### src/rtl/first_fit_free_list_allocator_top_assert.svh
// ---------------------------------------------------------------------------
// Assertion macros for the allocator. Expect clk and rst_n in scope.
// ---------------------------------------------------------------------------
`ifndef FIRST_FIT_FREE_LIST_ALLOCATOR_TOP_ASSERT_SVH
`define FIRST_FIT_FREE_LIST_ALLOCATOR_TOP_ASSERT_SVH

// same-cycle implication
`define FFA_ASSERT_NOW(lbl, ante, cons, msg) \
  lbl: assert property (@(posedge clk) disable iff (!rst_n) (ante) |-> (cons)) \
    else $error(msg);

// next-cycle implication
`define FFA_ASSERT_NEXT(lbl, ante, cons, msg) \
  lbl: assert property (@(posedge clk) disable iff (!rst_n) (ante) |=> (cons)) \
    else $error(msg);

`endif

### src/rtl/ffa_pkg.sv
// ---------------------------------------------------------------------------
// ffa_pkg
// Types and constants shared by the first-fit allocator modules.
// ---------------------------------------------------------------------------
package ffa_pkg;

  localparam int HeapGranules   = 8192;
  localparam int HeaderGranules = 3;
  localparam int GranW          = $clog2(HeapGranules);  // block index
  localparam int SizeW          = GranW + 1;             // sizes, break, limit
  localparam int AddrW          = 16;                    // byte offsets
  localparam int PayW           = SizeW + 3;             // granule * 8

  // block header entry
  typedef struct packed {
    logic [SizeW-1:0] size;
    logic             used;
    logic [GranW-1:0] nlink;
    logic [GranW-1:0] plink;
  } hdr_t;

  localparam int HdrW = $bits(hdr_t);

  // header memory access
  typedef struct packed {
    logic             we;
    logic             re;
    logic [GranW-1:0] addr;
    hdr_t             wdata;
  } mem_req_t;

  typedef enum logic [3:0] {
    ST_IDLE,
    ST_WALK,
    ST_UNL_PR,
    ST_UNL_PRW,
    ST_UNL_N,
    ST_UNL_NW,
    ST_BRK,
    ST_FREE_CHK,
    ST_FREE_LNK,
    ST_FREE_W
  } state_t;

endpackage

### src/rtl/ffa_ctrl.sv
// ---------------------------------------------------------------------------
// ffa_ctrl
// Sequencer: list walk, unlink, break carve and free push over the header RAM.
// ---------------------------------------------------------------------------
module ffa_ctrl (
  input  logic                     clk,
  input  logic                     rst_n,
  input  logic                     start,
  output logic                     busy,
  input  logic                     in_func,
  input  logic [15:0]              in_req_size,
  input  logic [15:0]              in_free_addr,
  input  logic [ffa_pkg::SizeW-1:0] limit,
  output ffa_pkg::mem_req_t        mem_req,
  input  ffa_pkg::hdr_t            mem_rdata,
  output logic                     out_valid,
  output logic [15:0]              out_addr,
  output logic                     out_status,
  output logic                     out_from_list
);
  import ffa_pkg::*;

  `include "first_fit_free_list_allocator_top_assert.svh"

  state_t           state_r, state_nxt;
  logic             func_r, func_nxt;
  logic [SizeW-1:0] need_r, need_nxt;
  logic [GranW-1:0] blk_r, blk_nxt;      // walk pointer / freed block
  logic [SizeW-1:0] brk_r, brk_nxt;
  logic [GranW-1:0] head_r, head_nxt;
  logic [SizeW-1:0] steps_r, steps_nxt;
  hdr_t             hdr_r, hdr_nxt;      // header of the block taken off the list
  logic [GranW-1:0] link_r, link_nxt;    // old list head on free
  logic             out_valid_r, out_valid_nxt;
  logic [AddrW-1:0] out_addr_r, out_addr_nxt;
  logic             out_status_r, out_status_nxt;
  logic             out_from_list_r, out_from_list_nxt;

  logic [SizeW-1:0] need_c;
  logic [GranW-1:0] gran_c, bp_c;
  logic             free_ok_c;
  logic [SizeW-1:0] steps_inc;
  logic [SizeW:0]   brk_sum;
  logic [SizeW-1:0] lim_c;
  logic [PayW-1:0]  brk_pay, blk_pay;
  logic             brk_oom;

  assign need_c    = SizeW'(HeaderGranules) + SizeW'(in_req_size[15:3])
                   + SizeW'(|in_req_size[2:0]);
  assign gran_c    = in_free_addr[15:3];
  assign bp_c      = gran_c - GranW'(HeaderGranules);
  assign free_ok_c = (in_free_addr[2:0] == 3'b000)
                   && ({1'b0, gran_c} >= SizeW'(2 * HeaderGranules))
                   && ({1'b0, bp_c} < brk_r);

  assign steps_inc = steps_r + SizeW'(1);
  assign lim_c     = (limit > SizeW'(HeapGranules)) ? SizeW'(HeapGranules) : limit;
  assign brk_sum   = {1'b0, brk_r} + {1'b0, need_r};
  assign brk_pay   = {brk_r + SizeW'(HeaderGranules), 3'b000};
  assign blk_pay   = {SizeW'(blk_r) + SizeW'(HeaderGranules), 3'b000};
  // break past the limit, or offset not reachable in 16 bits
  assign brk_oom   = (brk_sum > {1'b0, lim_c}) || (|brk_pay[PayW-1:AddrW]);

  always_ff @(posedge clk) begin
    if (!rst_n) begin
      state_r     <= ST_IDLE;
      brk_r       <= SizeW'(HeaderGranules);
      head_r      <= '0;
      out_valid_r <= 1'b0;
    end else begin
      state_r     <= state_nxt;
      brk_r       <= brk_nxt;
      head_r      <= head_nxt;
      out_valid_r <= out_valid_nxt;
    end
  end

  always_ff @(posedge clk) begin
    func_r          <= func_nxt;
    need_r          <= need_nxt;
    blk_r           <= blk_nxt;
    steps_r         <= steps_nxt;
    hdr_r           <= hdr_nxt;
    link_r          <= link_nxt;
    out_addr_r      <= out_addr_nxt;
    out_status_r    <= out_status_nxt;
    out_from_list_r <= out_from_list_nxt;
  end

  always_comb begin
    state_nxt         = state_r;
    func_nxt          = func_r;
    need_nxt          = need_r;
    blk_nxt           = blk_r;
    brk_nxt           = brk_r;
    head_nxt          = head_r;
    steps_nxt         = steps_r;
    hdr_nxt           = hdr_r;
    link_nxt          = link_r;
    out_valid_nxt     = 1'b0;
    out_addr_nxt      = out_addr_r;
    out_status_nxt    = out_status_r;
    out_from_list_nxt = out_from_list_r;
    mem_req           = '0;

    unique case (state_r)
      ST_IDLE: begin
        if (start) begin
          func_nxt = in_func;
          need_nxt = need_c;
          if (!in_func) begin
            if (head_r != '0) begin
              mem_req.re   = 1'b1;
              mem_req.addr = head_r;
              blk_nxt      = head_r;
              steps_nxt    = '0;
              state_nxt    = ST_WALK;
            end else begin
              state_nxt = ST_BRK;
            end
          end else if (free_ok_c) begin
            mem_req.re   = 1'b1;
            mem_req.addr = bp_c;
            blk_nxt      = bp_c;
            state_nxt    = ST_FREE_CHK;
          end else begin
            // bad free address: ignored
            out_valid_nxt     = 1'b1;
            out_addr_nxt      = '0;
            out_status_nxt    = 1'b0;
            out_from_list_nxt = 1'b0;
          end
        end
      end

      ST_WALK: begin
        if (mem_rdata.size >= need_r) begin
          hdr_nxt            = mem_rdata;
          mem_req.we         = 1'b1;
          mem_req.addr       = blk_r;
          mem_req.wdata      = mem_rdata;
          mem_req.wdata.used = 1'b1;
          state_nxt          = ST_UNL_PR;
        end else if (mem_rdata.nlink == '0 || steps_inc == SizeW'(HeapGranules)) begin
          state_nxt = ST_BRK;
        end else begin
          mem_req.re   = 1'b1;
          mem_req.addr = mem_rdata.nlink;
          blk_nxt      = mem_rdata.nlink;
          steps_nxt    = steps_inc;
        end
      end

      ST_UNL_PR: begin
        if (hdr_r.plink == '0) begin
          head_nxt  = hdr_r.nlink;
          state_nxt = ST_UNL_N;
        end else begin
          mem_req.re   = 1'b1;
          mem_req.addr = hdr_r.plink;
          state_nxt    = ST_UNL_PRW;
        end
      end

      ST_UNL_PRW: begin
        mem_req.we          = 1'b1;
        mem_req.addr        = hdr_r.plink;
        mem_req.wdata       = mem_rdata;
        mem_req.wdata.nlink = hdr_r.nlink;
        state_nxt           = ST_UNL_N;
      end

      ST_UNL_N: begin
        if (hdr_r.nlink == '0) begin
          out_valid_nxt     = 1'b1;
          out_addr_nxt      = blk_pay[AddrW-1:0];
          out_status_nxt    = 1'b0;
          out_from_list_nxt = 1'b1;
          state_nxt         = ST_IDLE;
        end else begin
          mem_req.re   = 1'b1;
          mem_req.addr = hdr_r.nlink;
          state_nxt    = ST_UNL_NW;
        end
      end

      ST_UNL_NW: begin
        mem_req.we          = 1'b1;
        mem_req.addr        = hdr_r.nlink;
        mem_req.wdata       = mem_rdata;
        mem_req.wdata.plink = hdr_r.plink;
        out_valid_nxt       = 1'b1;
        out_addr_nxt        = blk_pay[AddrW-1:0];
        out_status_nxt      = 1'b0;
        out_from_list_nxt   = 1'b1;
        state_nxt           = ST_IDLE;
      end

      ST_BRK: begin
        out_valid_nxt     = 1'b1;
        out_from_list_nxt = 1'b0;
        state_nxt         = ST_IDLE;
        if (brk_oom) begin
          out_addr_nxt   = '0;
          out_status_nxt = 1'b1;
        end else begin
          mem_req.we            = 1'b1;
          mem_req.addr          = brk_r[GranW-1:0];
          mem_req.wdata.size    = need_r;
          mem_req.wdata.used    = 1'b1;
          mem_req.wdata.nlink   = '0;
          mem_req.wdata.plink   = '0;
          brk_nxt               = brk_sum[SizeW-1:0];
          out_addr_nxt          = brk_pay[AddrW-1:0];
          out_status_nxt        = 1'b0;
        end
      end

      ST_FREE_CHK: begin
        if (mem_rdata.used) begin
          mem_req.we          = 1'b1;
          mem_req.addr        = blk_r;
          mem_req.wdata.size  = mem_rdata.size;
          mem_req.wdata.used  = 1'b0;
          mem_req.wdata.nlink = head_r;
          mem_req.wdata.plink = '0;
          link_nxt            = head_r;
          head_nxt            = blk_r;
          state_nxt           = ST_FREE_LNK;
        end else begin
          // double free: ignored
          out_valid_nxt     = 1'b1;
          out_addr_nxt      = '0;
          out_status_nxt    = 1'b0;
          out_from_list_nxt = 1'b0;
          state_nxt         = ST_IDLE;
        end
      end

      ST_FREE_LNK: begin
        if (link_r == '0) begin
          out_valid_nxt     = 1'b1;
          out_addr_nxt      = '0;
          out_status_nxt    = 1'b0;
          out_from_list_nxt = 1'b0;
          state_nxt         = ST_IDLE;
        end else begin
          mem_req.re   = 1'b1;
          mem_req.addr = link_r;
          state_nxt    = ST_FREE_W;
        end
      end

      ST_FREE_W: begin
        mem_req.we          = 1'b1;
        mem_req.addr        = link_r;
        mem_req.wdata       = mem_rdata;
        mem_req.wdata.plink = blk_r;
        out_valid_nxt       = 1'b1;
        out_addr_nxt        = '0;
        out_status_nxt      = 1'b0;
        out_from_list_nxt   = 1'b0;
        state_nxt           = ST_IDLE;
      end

      default: begin
        state_nxt = ST_IDLE;
      end
    endcase
  end

  assign busy          = (state_r != ST_IDLE);
  assign out_valid     = out_valid_r;
  assign out_addr      = out_addr_r;
  assign out_status    = out_status_r;
  assign out_from_list = out_from_list_r;

  // the sentinel header lives in registers, never in the RAM
  `FFA_ASSERT_NOW(a_no_sentinel_wr, mem_req.we, mem_req.addr != '0,
    "header write to sentinel entry")
  `FFA_ASSERT_NOW(a_oom_not_reuse, out_valid_r, !(out_status_r && out_from_list_r),
    "out of memory and reuse on one beat")
  `FFA_ASSERT_NOW(a_free_result, out_valid_r && func_r,
    out_addr_r == '0 && !out_status_r && !out_from_list_r,
    "free beat with nonzero fields")
  `FFA_ASSERT_NEXT(a_brk_grows, 1'b1, brk_r >= $past(brk_r),
    "heap break moved down")
  `FFA_ASSERT_NOW(a_walk_bound, state_r == ST_WALK, steps_r < SizeW'(HeapGranules),
    "walk ran past its bound")

endmodule

### config.mk
export PLATFORM = sky130hd
export DESIGN_NAME = ffa_ctrl
export DESIGN_NICKNAME = d
export VERILOG_FILES = /design/src/rtl/ffa_pkg.sv /design/src/rtl/ffa_ctrl.sv
export VERILOG_INCLUDE_DIRS = /design/src /design/src/rtl
export SDC_FILE = /design/constraint.sdc
export NUM_CORES = 1
export LEC_CHECK = 0
export ABC_AREA = 1
export ABC_CLOCK_PERIOD_IN_PS = 6300
export BUFFER_PORTS_ARGS = -buffer_cell sky130_fd_sc_hd__buf_2
export CAP_MARGIN = 5
export CORE_UTILIZATION = 38
export CTS_CLUSTER_DIAMETER = 80
export DETAILED_ROUTE_END_ITERATION = 10
export GPL_TIMING_DRIVEN = 0
export SLEW_MARGIN = 25
export SYNTH_ARGS = -nofsm -noshare
export SYNTH_HDL_FRONTEND = slang
export SYNTH_SLANG_ARGS = --single-unit
### constraint.sdc
create_clock -name clk -period 6.3 [get_ports clk]
set_clock_uncertainty 0.15 [all_clocks]
set_input_delay 1.575 -clock clk [delete_from_list [all_inputs] [get_ports clk]]
set_output_delay 1.575 -clock clk [all_outputs]
set_load 0.03 [all_outputs]
After elaboration in Yosys (flattened, before gate mapping)
Index checks and enable logic that the tools add are counted.
{"block": "op_classes", "addsub": 7, "n_bitwise": 1, "mul": 0, "n_div": 0, "n_mux": 73, "n_eq_ne": 25, "shifts": 0, "order_cmp": 5, "reduce_logical": 33}
{"operator": "41-bit case mux with 6 select lines", "count": 1}
{"operator": "14-bit two-way mux", "count": 14}
{"operator": "13-bit case mux with 10 select lines", "count": 1}
{"operator": "13-bit two-way mux", "count": 9}
{"operator": "16-bit two-way mux", "count": 7}
{"operator": "16-bit case mux with 7 select lines", "count": 1}
{"operator": "54-bit two-way mux", "count": 2}
{"operator": "13-bit logical NOT", "count": 4}
{"operator": "13-bit case mux with 2 select lines", "count": 2}
{"operator": "41-bit two-way mux", "count": 1}
{"operator": "4-bit two-way mux", "count": 7}
{"operator": "14-bit case mux with 2 select lines", "count": 1}
{"operator": "4-bit case mux with 7 select lines", "count": 1}
{"operator": "2-bit inequality test, second input constant", "count": 12}
{"operator": "7-bit AND reduction", "count": 3}
{"operator": "1-bit two-way mux", "count": 18}
{"operator": "4-bit by 3-bit equality test with 1-bit output, second input constant", "count": 4}
{"operator": "14-bit by 14-bit adder with 15-bit output", "count": 1}
{"operator": "15-bit by 14-bit > comparator with 1-bit output", "count": 1}
{"operator": "14-bit by 1-bit adder with 14-bit output", "count": 1}
{"operator": "14-bit by 1-bit adder with 14-bit output, second input constant", "count": 1}
{"operator": "14-bit by 2-bit adder with 14-bit output, second input constant", "count": 1}
{"operator": "2-bit by 13-bit adder with 14-bit output, first input constant", "count": 1}
{"operator": "14-bit equality test, second input constant", "count": 1}
{"operator": "29 further kinds", "count": 49}
{"block": "word_totals", "regBits": 130, "latchBits": 0, "ramBits": 0, "mem_bits_ro": 0, "memories": 0, "input_bits": 91}

Longest topological paths before layout
Gate-level depths: netlist (run 1).
{"block": "logic_depth", "ltp_word": 7, "depth_mapped": 25, "ltp_nobuf": 23}

Worst setup path before layout (run 1)
No wires, ideal clock.
{"block": "synth_path", "path_type": "in2out", "start": "input port limit[6] (netlist name)", "end": "output port mem_req[28] (netlist name)", "slack_ns": 0.396, "arrival_ns": 4.179, "n_path_buf": 3, "stages": 20, "cell_sequence": "nor4_1 -> nand4_1 -> and2_1 -> inv_1 -> clkbuf_1 -> nand2_1 -> ha_1 -> a21oi_1 -> nand2_1 -> nand2_1 -> nand2_1 -> nand2_1 -> nand2_1 -> nand2_1 -> nand2_1 -> nand2_1 -> nand4_2 -> buf_6 -> buf_2 -> o21ai_1"}
{"element": "start: declaration", "line_no": "ffa_ctrl.sv:13", "text": "input logic [ffa_pkg::SizeW-1:0] limit,"}
{"element": "end: declaration", "line_no": "ffa_ctrl.sv:14", "text": "output ffa_pkg::mem_req_t mem_req,"}

==> run_results.csv, run 1 <==
group,metric,value,unit
yosys,synth_area,0.00991,mm²
global_route,grt_util_all_layers,27.6,%
yosys,synth_seq_area_share,35.3,%
yosys,synth_instances,1371,
yosys,synth-edff-count,95,
critical_path,timing.setup.critical_path_class,"in -> out",
critical_path,worst_r2r_startpoint,"need_r[0]$_DFFE_PP_",
clocking,clock_tree.buffer_depth,2,
yosys,ys.flop_type,"edfxtp_1",
layout,num-nets-final,1707,
yosys,synth-warning-count,0,
yosys,postSynthRegisterBits,127,
yosys,post_synth_top_area_share,28.8,%
clocking,clk_pin_slew_worst_paths,0.06,ns
place,dpl.hpwl,29600,µm
clocking,clock_tree.htree_level_count,4,
place,io_buffer_count,161,
layout,syn2layout_area_growth,20.0,%
critical_path,critPathRequiredTime,4.58,ns
critical_path,critPathMaxFanout,12,
critical_path,worstSetupStartpointType,"primary input",
sta,holdWs,0.318,ns
floorplanning,die-area,0.0267,mm²
yosys,synth.cells.most_frequent,"290 x nand2_1, 185 x inv_1, 160 x nor2_1",
critical_path,critical_path.startpoint,"limit[6]",
power,total_power,0.00442,W
sta,worst_slew_pin_slew,0.900,ns
global_route,grt_max_degree,36,
power,power_density,371,mW/mm²
floorplanning,top_level_ports,167,
sta,achievable-frequency,164,MHz
status,outcome,"complete, no violations",
floorplanning,rows,58,
layout,n_antenna_cell,0,
layout,layout-drive-gt1-share,18.1,%
drt,detail-route-antenna-nets,0,
drt,total_detailed_routing_wirelength,36700,µm
floorplanning,initial_util,39.0,%
yosys,yosys-top-cells-area,"edfxtp_1 29%, nand2_1 11%, ha_1 7.7%",
yosys,synthesis.area_per_instance,7.23,µm²
sta,slew_headroom,40.0,%
clocking,cts-root-buf,"clkbuf_16",
layout,fillerInstances,2656,
critical_path,crit_arrival,4.37,ns
place,gp_congestion,0.989,
drt,first_iter_violations,1264,
power,peakVddDrop,0.200,mV
yosys,synth_most_common_cell,"nand2_1",
global_route,number_of_antenna_violations_at_the_first_check_in_global_routing,0,
floorplanning,core,0.0254,mm²
critical_path,capturing_element_type_of_the_critical_path,"primary output",
floorplanning,die_height,163,µm
layout,seqCellArea,0.00349,mm²
clocking,numCtsBuffers,17,
drt,detail_route.drc_violations,0,
worst_hold_path,hold_crit_class,"reg -> reg",
clocking,tritoncts_num_sinks,127,
drt,detail_route.wl_per_cell,19.3,µm
global_route,grt_pass1_wl,54600,µm
clocking,cts_tree,"yes",
job,maxCapViolations,0,
power,cellLeakagePower,5.57,nW
yosys,synth_top_area_cell,"edfxtp_1",
global_route,via_count_of_the_first_global_routing_pass,9521,
clocking,clk-insertion-delay-late,0.43,ns
worst_hold_path,worstHoldStart,"head_r[12]$_SDFFE_PN0P_",
sta,total_count_of_hold_check_failures_in_the_final_report,0,
drt,post_drt_via_cell_ratio,5.40,
yosys,async_flop_share,0,%
sta,setup_viol,0,
yosys,synth_cell_types,51,
floorplanning,floorplan.die.width,163,µm
global_route,gr-total-overflow,0,
sta,report.final.slew_viol_count,0,
drt,via_count,10200,
drt,first_pass_iters,6,
sta,period_share,96.7,%
sta,finalWorstPathRequiredPeriod,6.09,ns
layout,multi_input_area,0.00554,mm²
-- cells by family after synthesis --
kind of cell | share of synthesized area, %
flops | 35.3
fa+ha+maj | 7.91
buf+inv | 10.1
compound gates | 15.6
simple gates | 27.4
xor+xnor | 3.80
other cells | 0.0378
-- path summary, 6_finish.rpt --
path	endpoint	slack, ns	cells past startpoint
worst min-delay path	link_r[12]$_DFFE_PP_	0.32	0
worst min register to register	link_r[12]$_DFFE_PP_	0.32	0
worst max register to register	out_addr[4]$_DFFE_PP_	2.51	17
worst max-delay path	mem_req[50]	0.21	22
-- layer usage --
metal	GRT usage, %	wire (µm)	vias to the layer above
li1	-	-	5016
met1	36.7	16100	4685
met2	45.2	17000	470
met3	3.99	2450	66
met4	10.3	1170	0
met5	0	0	-
-- registers in the layout (all words and copies together), names as in the netlist --
name,cells
hdr_r,26
brk_r,14
need_r,14
steps_r,14
blk_r,13
head_r,13
link_r,13
out_addr,13
state_r,4
out_from_list,1
out_status,1
out_valid,1
-- layout make-up --
cell class | count | share of cell area (%)
Buffer | 48 | 2.21
Clock inverter | 14 | 1.42
Tap cell | 330 | 3.47
Clock buffer | 18 | 3.61
Timing Repair Buffer | 163 | 7.08
Inverter | 197 | 6.24
Multi-Input combinational cell | 1000 | 46.6
Sequential cell | 127 | 29.4
-- where the power goes --
part	switching [W]	total, W	internal (W)
sequential	0.000163	0.00132	0.00115
clock	0.000402	0.00102	0.000621
combinational	0.00147	0.00208	0.000601
-- stage by stage --
step / cell area [µm²] / util [%] / worst slack (ns) / setup TNS [ns] / std cells
2_1_floorplan: 9920 / - / 0.396 / 0 / 1373
3_3_place_gp: 11100 / 43.8 / -0.0896 / -0.873 / 1864
3_5_place_dp: 11100 / 43.9 / -0.155 / -1.38 / 1865
4_1_cts: 11800 / 46.3 / 0.00102 / 0 / 1896
5_1_grt: 11900 / 46.8 / -0.0203 / -0.0700 / 1897
6_report: 11900 / 46.8 / 0.209 / 0 / 1897
-- what timing repair did --
action                                  4_1_cts  5_1_grt
cloned                                        0        0
pin swaps                                     0        5
endpoints found under the setup margin       18       29
hold buffers                                  0        0
gates resized for setup                       5       34
setup buffers                                 0        1
-- cell usage in the layout, fill, tap and decap left out, types with 8 or more instances in the layout --
| cell type | n |
|---|---|
| o21ai_0 | 70 |
| nand2_1 | 284 |
| ha_1 | 61 |
| a21boi_0 | 11 |
| edfxtp_1 | 95 |
| nor3_1 | 21 |
| nand4_1 | 41 |
| nor2_2 | 20 |
| clkbuf_1 | 19 |
| nor2_1 | 156 |
| a21oi_2 | 8 |
| inv_1 | 184 |
| clkbuf_16 | 17 |
| nor4_1 | 20 |
| dfxtp_1 | 32 |
| inv_2 | 10 |
| clkbuf_4 | 8 |
| o22ai_1 | 12 |
| nand3_1 | 54 |
| a21oi_1 | 78 |
| buf_2 | 168 |
| o21ai_1 | 41 |
| o221ai_1 | 22 |
| xor2_1 | 35 |
-- critical path: stages --
cell	delay, ns
buf_2	0.11
nor4_2	0.29
nand4_1	0.11
and2_1	0.18
inv_4	0.11
nand2_1	0.09
ha_1	0.29
nand2_1	0.09
inv_1	0.05
a21oi_1	0.13
nand2_1	0.06
nand2_1	0.05
nand2_1	0.04
nand2_1	0.06
nand2_1	0.04
nand2_1	0.14
and2_1	0.15
buf_2	0.15
buf_6	0.14
nand4_1	0.14
nand2_2	0.15
clkbuf_4	0.19
Note: power is estimated with default switching activity, not from simulation.
==> inputs of run 2 (changes only) <==
REMOVE_ABC_BUFFERS = 1   (was default)
==> run 2 against run 1 <==
Net effect: via count is 0.46% higher; sequential power hardly changed; hold slack worse by 0.0093 ns; flip-flop and latch count stayed put; maximum frequency is 0.72% lower; clock power hardly changed; core utilization is 0.69 points lower; setup slack worse by 0.044 ns; final cell count is 1.8% lower; global-route usage is 1.9 points lower; largest cell class unchanged; largest power group unchanged.
==> run_results.csv, run 2 (same netlist as run 1, synthesis figures left out) <==
group,metric,value,unit
critical_path,critPathMaxFanout,5,
layout,layout_common_cells,"286 x nand2_1, 183 x inv_1, 164 x buf_2",
sta,slew_headroom,32.1,%
place,place_inst,1818,
power,sequentialPowerShare,30.1,%
drt,detail_route.drc_violations,0,
worst_hold_path,hold_depth,0,
clocking,numCtsBuffers,17,
critical_path,path_common_cell,"nand2_1",
drt,total_detailed_routing_wirelength,34100,µm
sta,period_share,97.4,%
place,pre_cts_worst_setup_slack,-0.373,ns
worst_hold_path,whs_endpoint,"link_r[12]$_DFFE_PP_",
layout,num-nets-final,1672,
critical_path,critical_path.max_stage_delay,0.28,ns
clocking,tritoncts_num_sinks,127,
sta,post-route-worst-setup-slack,0.165,ns
sta,finalWorstPathRequiredPeriod,6.14,ns
floorplanning,die_height,163,µm
place,gp_congestion,0.944,
clocking,cts_hold_buf,0,
sta,total_count_of_hold_check_failures_in_the_final_report,0,
clocking,clk_pin_slew_worst_paths,0.06,ns
sta,setup_tns,0,ns
drt,post_drt_via_cell_ratio,5.52,
global_route,grt_max_degree,44,
critical_path,capturing_element_type_of_the_critical_path,"primary output",
global_route,via_count_of_the_first_global_routing_pass,9173,
sta,achievable-frequency,163,MHz
clocking,clock_tree.htree_level_count,4,
global_route,grt_util_all_layers,25.7,%
critical_path,worst_r2r_startpoint,"need_r[0]$_DFFE_PP_",
drt,detail_route.wl_per_cell,18.3,µm
place,io_buffer_count,163,
floorplanning,floorplan.die.width,163,µm
critical_path,timing.setup.critical_path_class,"in -> out",
power,power_density,374,mW/mm²
clocking,clock_tree.buffer_depth,2,
floorplanning,core,0.0254,mm²
floorplanning,initial_util,39.0,%
critical_path,ff2ff_setup_slack,2.24,ns
worst_hold_path,worstHoldStart,"head_r[12]$_SDFFE_PN0P_",
drt,first_iter_violations,1175,
power,share_comb_of_total_power,47.0,%
critical_path,crit_arrival,4.41,ns
status,outcome,"complete, no violations",
layout,non_filler_cells_final,1862,
layout,largest_reg_flops,26,
layout,fillerInstances,2662,
global_route,gr-total-overflow,0,
drt,via_count,10300,
job,maxCapViolations,0,
drt,detail-route-antenna-nets,0,
clocking,clk-insertion-delay-late,0.44,ns
layout,layout.cells.most_common,"nand2_1",
critical_path,worstSetupStartpointType,"primary input",
global_route,number_of_antenna_violations_at_the_first_check_in_global_routing,0,
critical_path,path_cells,"buf_2 > ha_1 > nor2_2 > nand2_2 > nor2_4 > xor2_1 > inv_1 > ha_1 > nand2_1 > o21ai_0 > nand2_1 > nand2_1 > nor2_1 > nand2_2 > clkinvlp_4 > buf_4 > a21oi_1 > nor2_1 > nor2_1 > nand2_1 > buf_2",
floorplanning,rows,58,
power,cellLeakagePower,5.50,nW
clocking,cts_tree,"yes",
power,peakVddDrop,0.225,mV
critical_path,depth_of_the_worst_register_to_register_path,16,
layout,layout-drive-gt1-share,17.1,%
worst_hold_path,hold_crit_class,"reg -> reg",
sta,setup_viol,0,
layout,max_flop_register,"hdr_r",
clocking,cts-root-buf,"clkbuf_16",
power,share_of_total_power_consumed_by_net_switching,46.1,%
drt,first_pass_iters,5,
global_route,grt_pass1_wl,51700,µm
layout,n_antenna_cell,0,
sta,worst_slew_pin_slew,1.02,ns
floorplanning,die-area,0.0267,mm²
power,int_pwr,0.00236,W
power,clk_pwr_share,22.9,%
power,power_switching,0.00202,W
layout,syn2layout_area_growth,18.2,%
floorplanning,top_level_ports,167,
critical_path,crit_slowest_cell,"ha_1",
critical_path,critPathRequiredTime,4.58,ns
critical_path,worst_r2r_endpoint,"out_addr[13]$_DFFE_PP_",
sta,report.final.slew_viol_count,0,
place,dpl.hpwl,26000,µm
-- run 2: per-stage QoR --
stage	hold slack, ns	utilization, %	cell area, µm²	total power, W
3_5_place_dp	0.293	43.0	10900	0.00331
2_1_floorplan	0.280	-	9660	0.00261
3_3_place_gp	0.289	42.9	10900	0.00327
5_1_grt	0.322	46.1	11700	0.00463
4_1_cts	0.308	45.7	11600	0.00433
6_report	0.308	46.1	11700	0.00438
-- run 2: how the worst max path moves through the flow --
| stage | from | end | slack (ns) | depth (start not counted) |
|---|---|---|---|---|
| 2_1_floorplan | limit[6] | mem_req[27] | -0.13 | 17 |
| 3_3_place_gp | limit[6] | mem_req[27] | -0.88 | 19 |
| 3_5_place_dp | limit[6] | mem_req[27] | -0.37 | 19 |
| 4_1_cts | mem_rdata[40] | mem_req[20] | 0.008 | 13 |
| 5_1_grt | in_free_addr[3] | mem_req[45] | -0.03 | 24 |
| 6_report | in_free_addr[3] | mem_req[47] | 0.16 | 21 |
-- run 2: final cells by class --
type                            count  area, µm²  share of cell area, %
Clock buffer                       21        440                   3.76
Inverter                          197        747                   6.38
Sequential cell                   127       3490                   29.8
Clock inverter                     11        141                   1.21
Multi-Input combinational cell   1003       5570                   47.6
Tap cell                          330        413                   3.53
Timing Repair Buffer              173        905                   7.72
-- run 2: power by group through the flow --
stage	clock network (W)	logic, W	registers [W]
floorplan	0	0.00124	0.00137
global placement	0	0.00195	0.00133
detailed placement	0	0.00198	0.00133
CTS	0.00100	0.00202	0.00132
global route	0.00104	0.00226	0.00134
finish	0.00100	0.00206	0.00132
-- run 2: worst max-delay path, delay by kind of cell --
family          cells  cell delay [ns]
compound gates      2             0.30
xor+xnor            1             0.25
fa+ha+maj           2             0.51
buf+inv             5             0.68
simple gates       11             1.11
-- run 2: per-layer routing --
layer	part of all wire (%)	vias to the layer above	track usage (%)	routed length, µm
met5	0	-	0	0
met4	2.3	0	8.42	797
met3	9.8	53	4.82	3330
met2	43	498	37.5	14600
met1	45	4790	37.6	15400
li1	-	4943	-	-
-- run 2: repair_timing --
action / CTS / global route
setup endpoints to repair: 29 / 49
gates cloned: 2 / 1
buffers inserted: 6 / 3
gates resized for setup: 11 / 17
pin swaps: 1 / 4
==> inputs of run 3 (changes only) <==
BUFFER_PORTS_ARGS = default   (was -buffer_cell sky130_fd_sc_hd__buf_2)
DONT_BUFFER_PORTS = 1   (was default)
==> run 3 against run 2 <==
Net effect: non-clock buffer count fell by 170; clock power increased by 5%; sequential share of layout area rose by 1.9 points; combinational power fell by 13%; routed wire length fell by 0.75%; core utilization fell by 2.7 points; setup slack improved by 0.018 ns; largest cell class unchanged; largest power group unchanged; highest routed layer unchanged.
==> run_results.csv, run 3 (same netlist as run 1, synthesis figures left out) <==
group,metric,value,unit
sta,slew_headroom,28.6,%
floorplanning,rows,58,
drt,via_count,9532,
critical_path,critical_path.startpoint,"mem_rdata[40]",
clocking,tritoncts_num_sinks,127,
clocking,clock_tree.buffer_depth,2,
worst_hold_path,hold_crit_class,"reg -> reg",
critical_path,worst_r2r_endpoint,"out_addr[8]$_DFFE_PP_",
layout,fin_area,0.0110,mm²
clocking,cts_hold_buf,0,
layout,fillerInstances,2637,
critical_path,depth_of_the_worst_register_to_register_path,16,
place,io_buffer_count,0,
sta,finalWorstPathRequiredPeriod,6.12,ns
critical_path,timing.setup.critical_path_class,"in -> out",
layout,layout-drive-gt1-share,8.23,%
place,postPlaceCellArea,0.0101,mm²
floorplanning,floorplan.die.width,163,µm
critical_path,capturing_element_type_of_the_critical_path,"primary output",
layout,seqCellArea,0.00349,mm²
job,maxCapViolations,0,
critical_path,crit_slowest_cell,"o221ai_1",
sta,achievable-frequency,163,MHz
critical_path,worstSetupStartpointType,"primary input",
global_route,number_of_antenna_violations_at_the_first_check_in_global_routing,0,
critical_path,worst_r2r_startpoint,"need_r[0]$_DFFE_PP_",
power,power_density,389,mW/mm²
layout,max_flop_register,"hdr_r",
global_route,grt_pass1_wl,49800,µm
critical_path,crit_arrival,4.39,ns
critical_path,critPathMaxFanout,43,
floorplanning,core,0.0254,mm²
layout,layout.cells.most_common,"nand2_1",
place,gp_congestion,0.968,
sta,period_share,97.1,%
sta,setup_tns,0,ns
drt,detail-route-antenna-nets,0,
layout,n_antenna_cell,0,
drt,detail_route.drc_violations,0,
critical_path,critical_path.max_stage_delay,0.63,ns
layout,largest_reg_flops,26,
global_route,gr-total-overflow,0,
clocking,clk-insertion-delay-late,0.43,ns
critical_path,critPathRequiredTime,4.58,ns
sta,worst_slew_pin_slew,1.07,ns
critical_path,path_common_cell,"nand2_1",
drt,detail_route.wl_per_cell,20.0,µm
layout,syn2layout_area_growth,11.2,%
layout,num-nets-final,1501,
critical_path,cp_num_cells,11,
critical_path,path_delay_family,"simple AND/OR/NAND/NOR gates",
floorplanning,top_level_ports,167,
layout,multi_input_area,0.00571,mm²
clocking,cts_tree,"yes",
drt,first_pass_iters,5,
critical_path,ff2ff_setup_slack,2.21,ns
power,cellLeakagePower,4.80,nW
layout,layout_common_cells,"275 x nand2_1, 184 x inv_1, 156 x nor2_1",
drt,total_detailed_routing_wirelength,33800,µm
place,dpl.hpwl,25600,µm
sta,total_count_of_hold_check_failures_in_the_final_report,0,
clocking,cts-root-buf,"clkbuf_16",
sta,report.final.slew_viol_count,0,
clocking,numCtsBuffers,17,
drt,first_iter_violations,1026,
critical_path,worstSetupEndpoint,"mem_req[20]",
drt,post_drt_via_cell_ratio,5.64,
global_route,grt_util_all_layers,24.9,%
sta,setup_viol,0,
floorplanning,initial_util,39.0,%
power,peakVddDrop,0.239,mV
global_route,via_count_of_the_first_global_routing_pass,8676,
clocking,clk_pin_slew_worst_paths,0.05,ns
critical_path,path_buf_inv,2,
critical_path,path_cells,"ha_1 > nand2_1 > inv_1 > nand3_1 > nor3_1 > nand2_1 > nand3_1 > nand2_1 > inv_4 > nor2_1 > o221ai_1",
layout,finalCoreUtilization,43.4,%
global_route,grt_max_degree,44,
place,pre_cts_worst_setup_slack,-0.370,ns
floorplanning,die-area,0.0267,mm²
status,outcome,"complete, no violations",
power,total_power,0.00428,W
floorplanning,die_height,163,µm
sta,post-route-worst-setup-slack,0.183,ns
clocking,clock_tree.htree_level_count,4,
## run 3: per-layer routing
metal,wire [µm],up-vias,track usage (%),share of wire (%)
met5,0,-,0,0
met4,1120,0,9.51,3.3
met3,3490,66,6.70,10
met2,14400,459,36.7,43
met1,14800,4422,34.3,44
li1,-,4585,-,-
## run 3: how the worst min path moves through the flow
stage                            start              endpoint  slack, ns  depth (start not counted)
2_1_floorplan  head_r[12]$_SDFFE_PN0P_  link_r[12]$_DFFE_PP_       0.28                          0
4_1_cts        head_r[12]$_SDFFE_PN0P_  link_r[12]$_DFFE_PP_       0.32                          0
6_report        head_r[8]$_SDFFE_PN0P_   link_r[8]$_DFFE_PP_       0.32                          0
3_3_place_gp   head_r[12]$_SDFFE_PN0P_  link_r[12]$_DFFE_PP_       0.29                          0
3_5_place_dp   head_r[12]$_SDFFE_PN0P_  link_r[12]$_DFFE_PP_       0.31                          0
5_1_grt        head_r[12]$_SDFFE_PN0P_  link_r[12]$_DFFE_PP_       0.34                          0
## run 3: per-stage QoR
step / hold slack [ns] / instances
2_1_floorplan: 0.280 / 1324
3_3_place_gp: 0.291 / 1654
3_5_place_dp: 0.306 / 1654
4_1_cts: 0.320 / 1687
5_1_grt: 0.336 / 1691
6_report: 0.324 / 1691
## run 3: area by class of cell
type / instances / area share (%)
Clock buffer: 27 / 4.66
Multi-Input combinational cell: 1002 / 51.8
Inverter: 197 / 6.80
Timing Repair Buffer: 3 / 0.318
Tap cell: 330 / 3.75
Sequential cell: 127 / 31.7
Clock inverter: 5 / 0.931
## run 3: report_power, final
part / switching, W / leakage, nW / internal, W / total [W]
Clock: 0.000378 / 0.298 / 0.000675 / 0.00105
Sequential: 0.000276 / 1.17 / 0.00116 / 0.00144
Combinational: 0.00133 / 3.33 / 0.000458 / 0.00179
Total: 0.00199 / 4.80 / 0.00229 / 0.00428
## run 3: what timing repair did
item                       CTS  global route
setup buffers                0             3
resized for setup           18            40
gates cloned                 1             1
setup endpoints to repair   19            32
hold endpoints to repair     0             0
pin swaps                    0             3
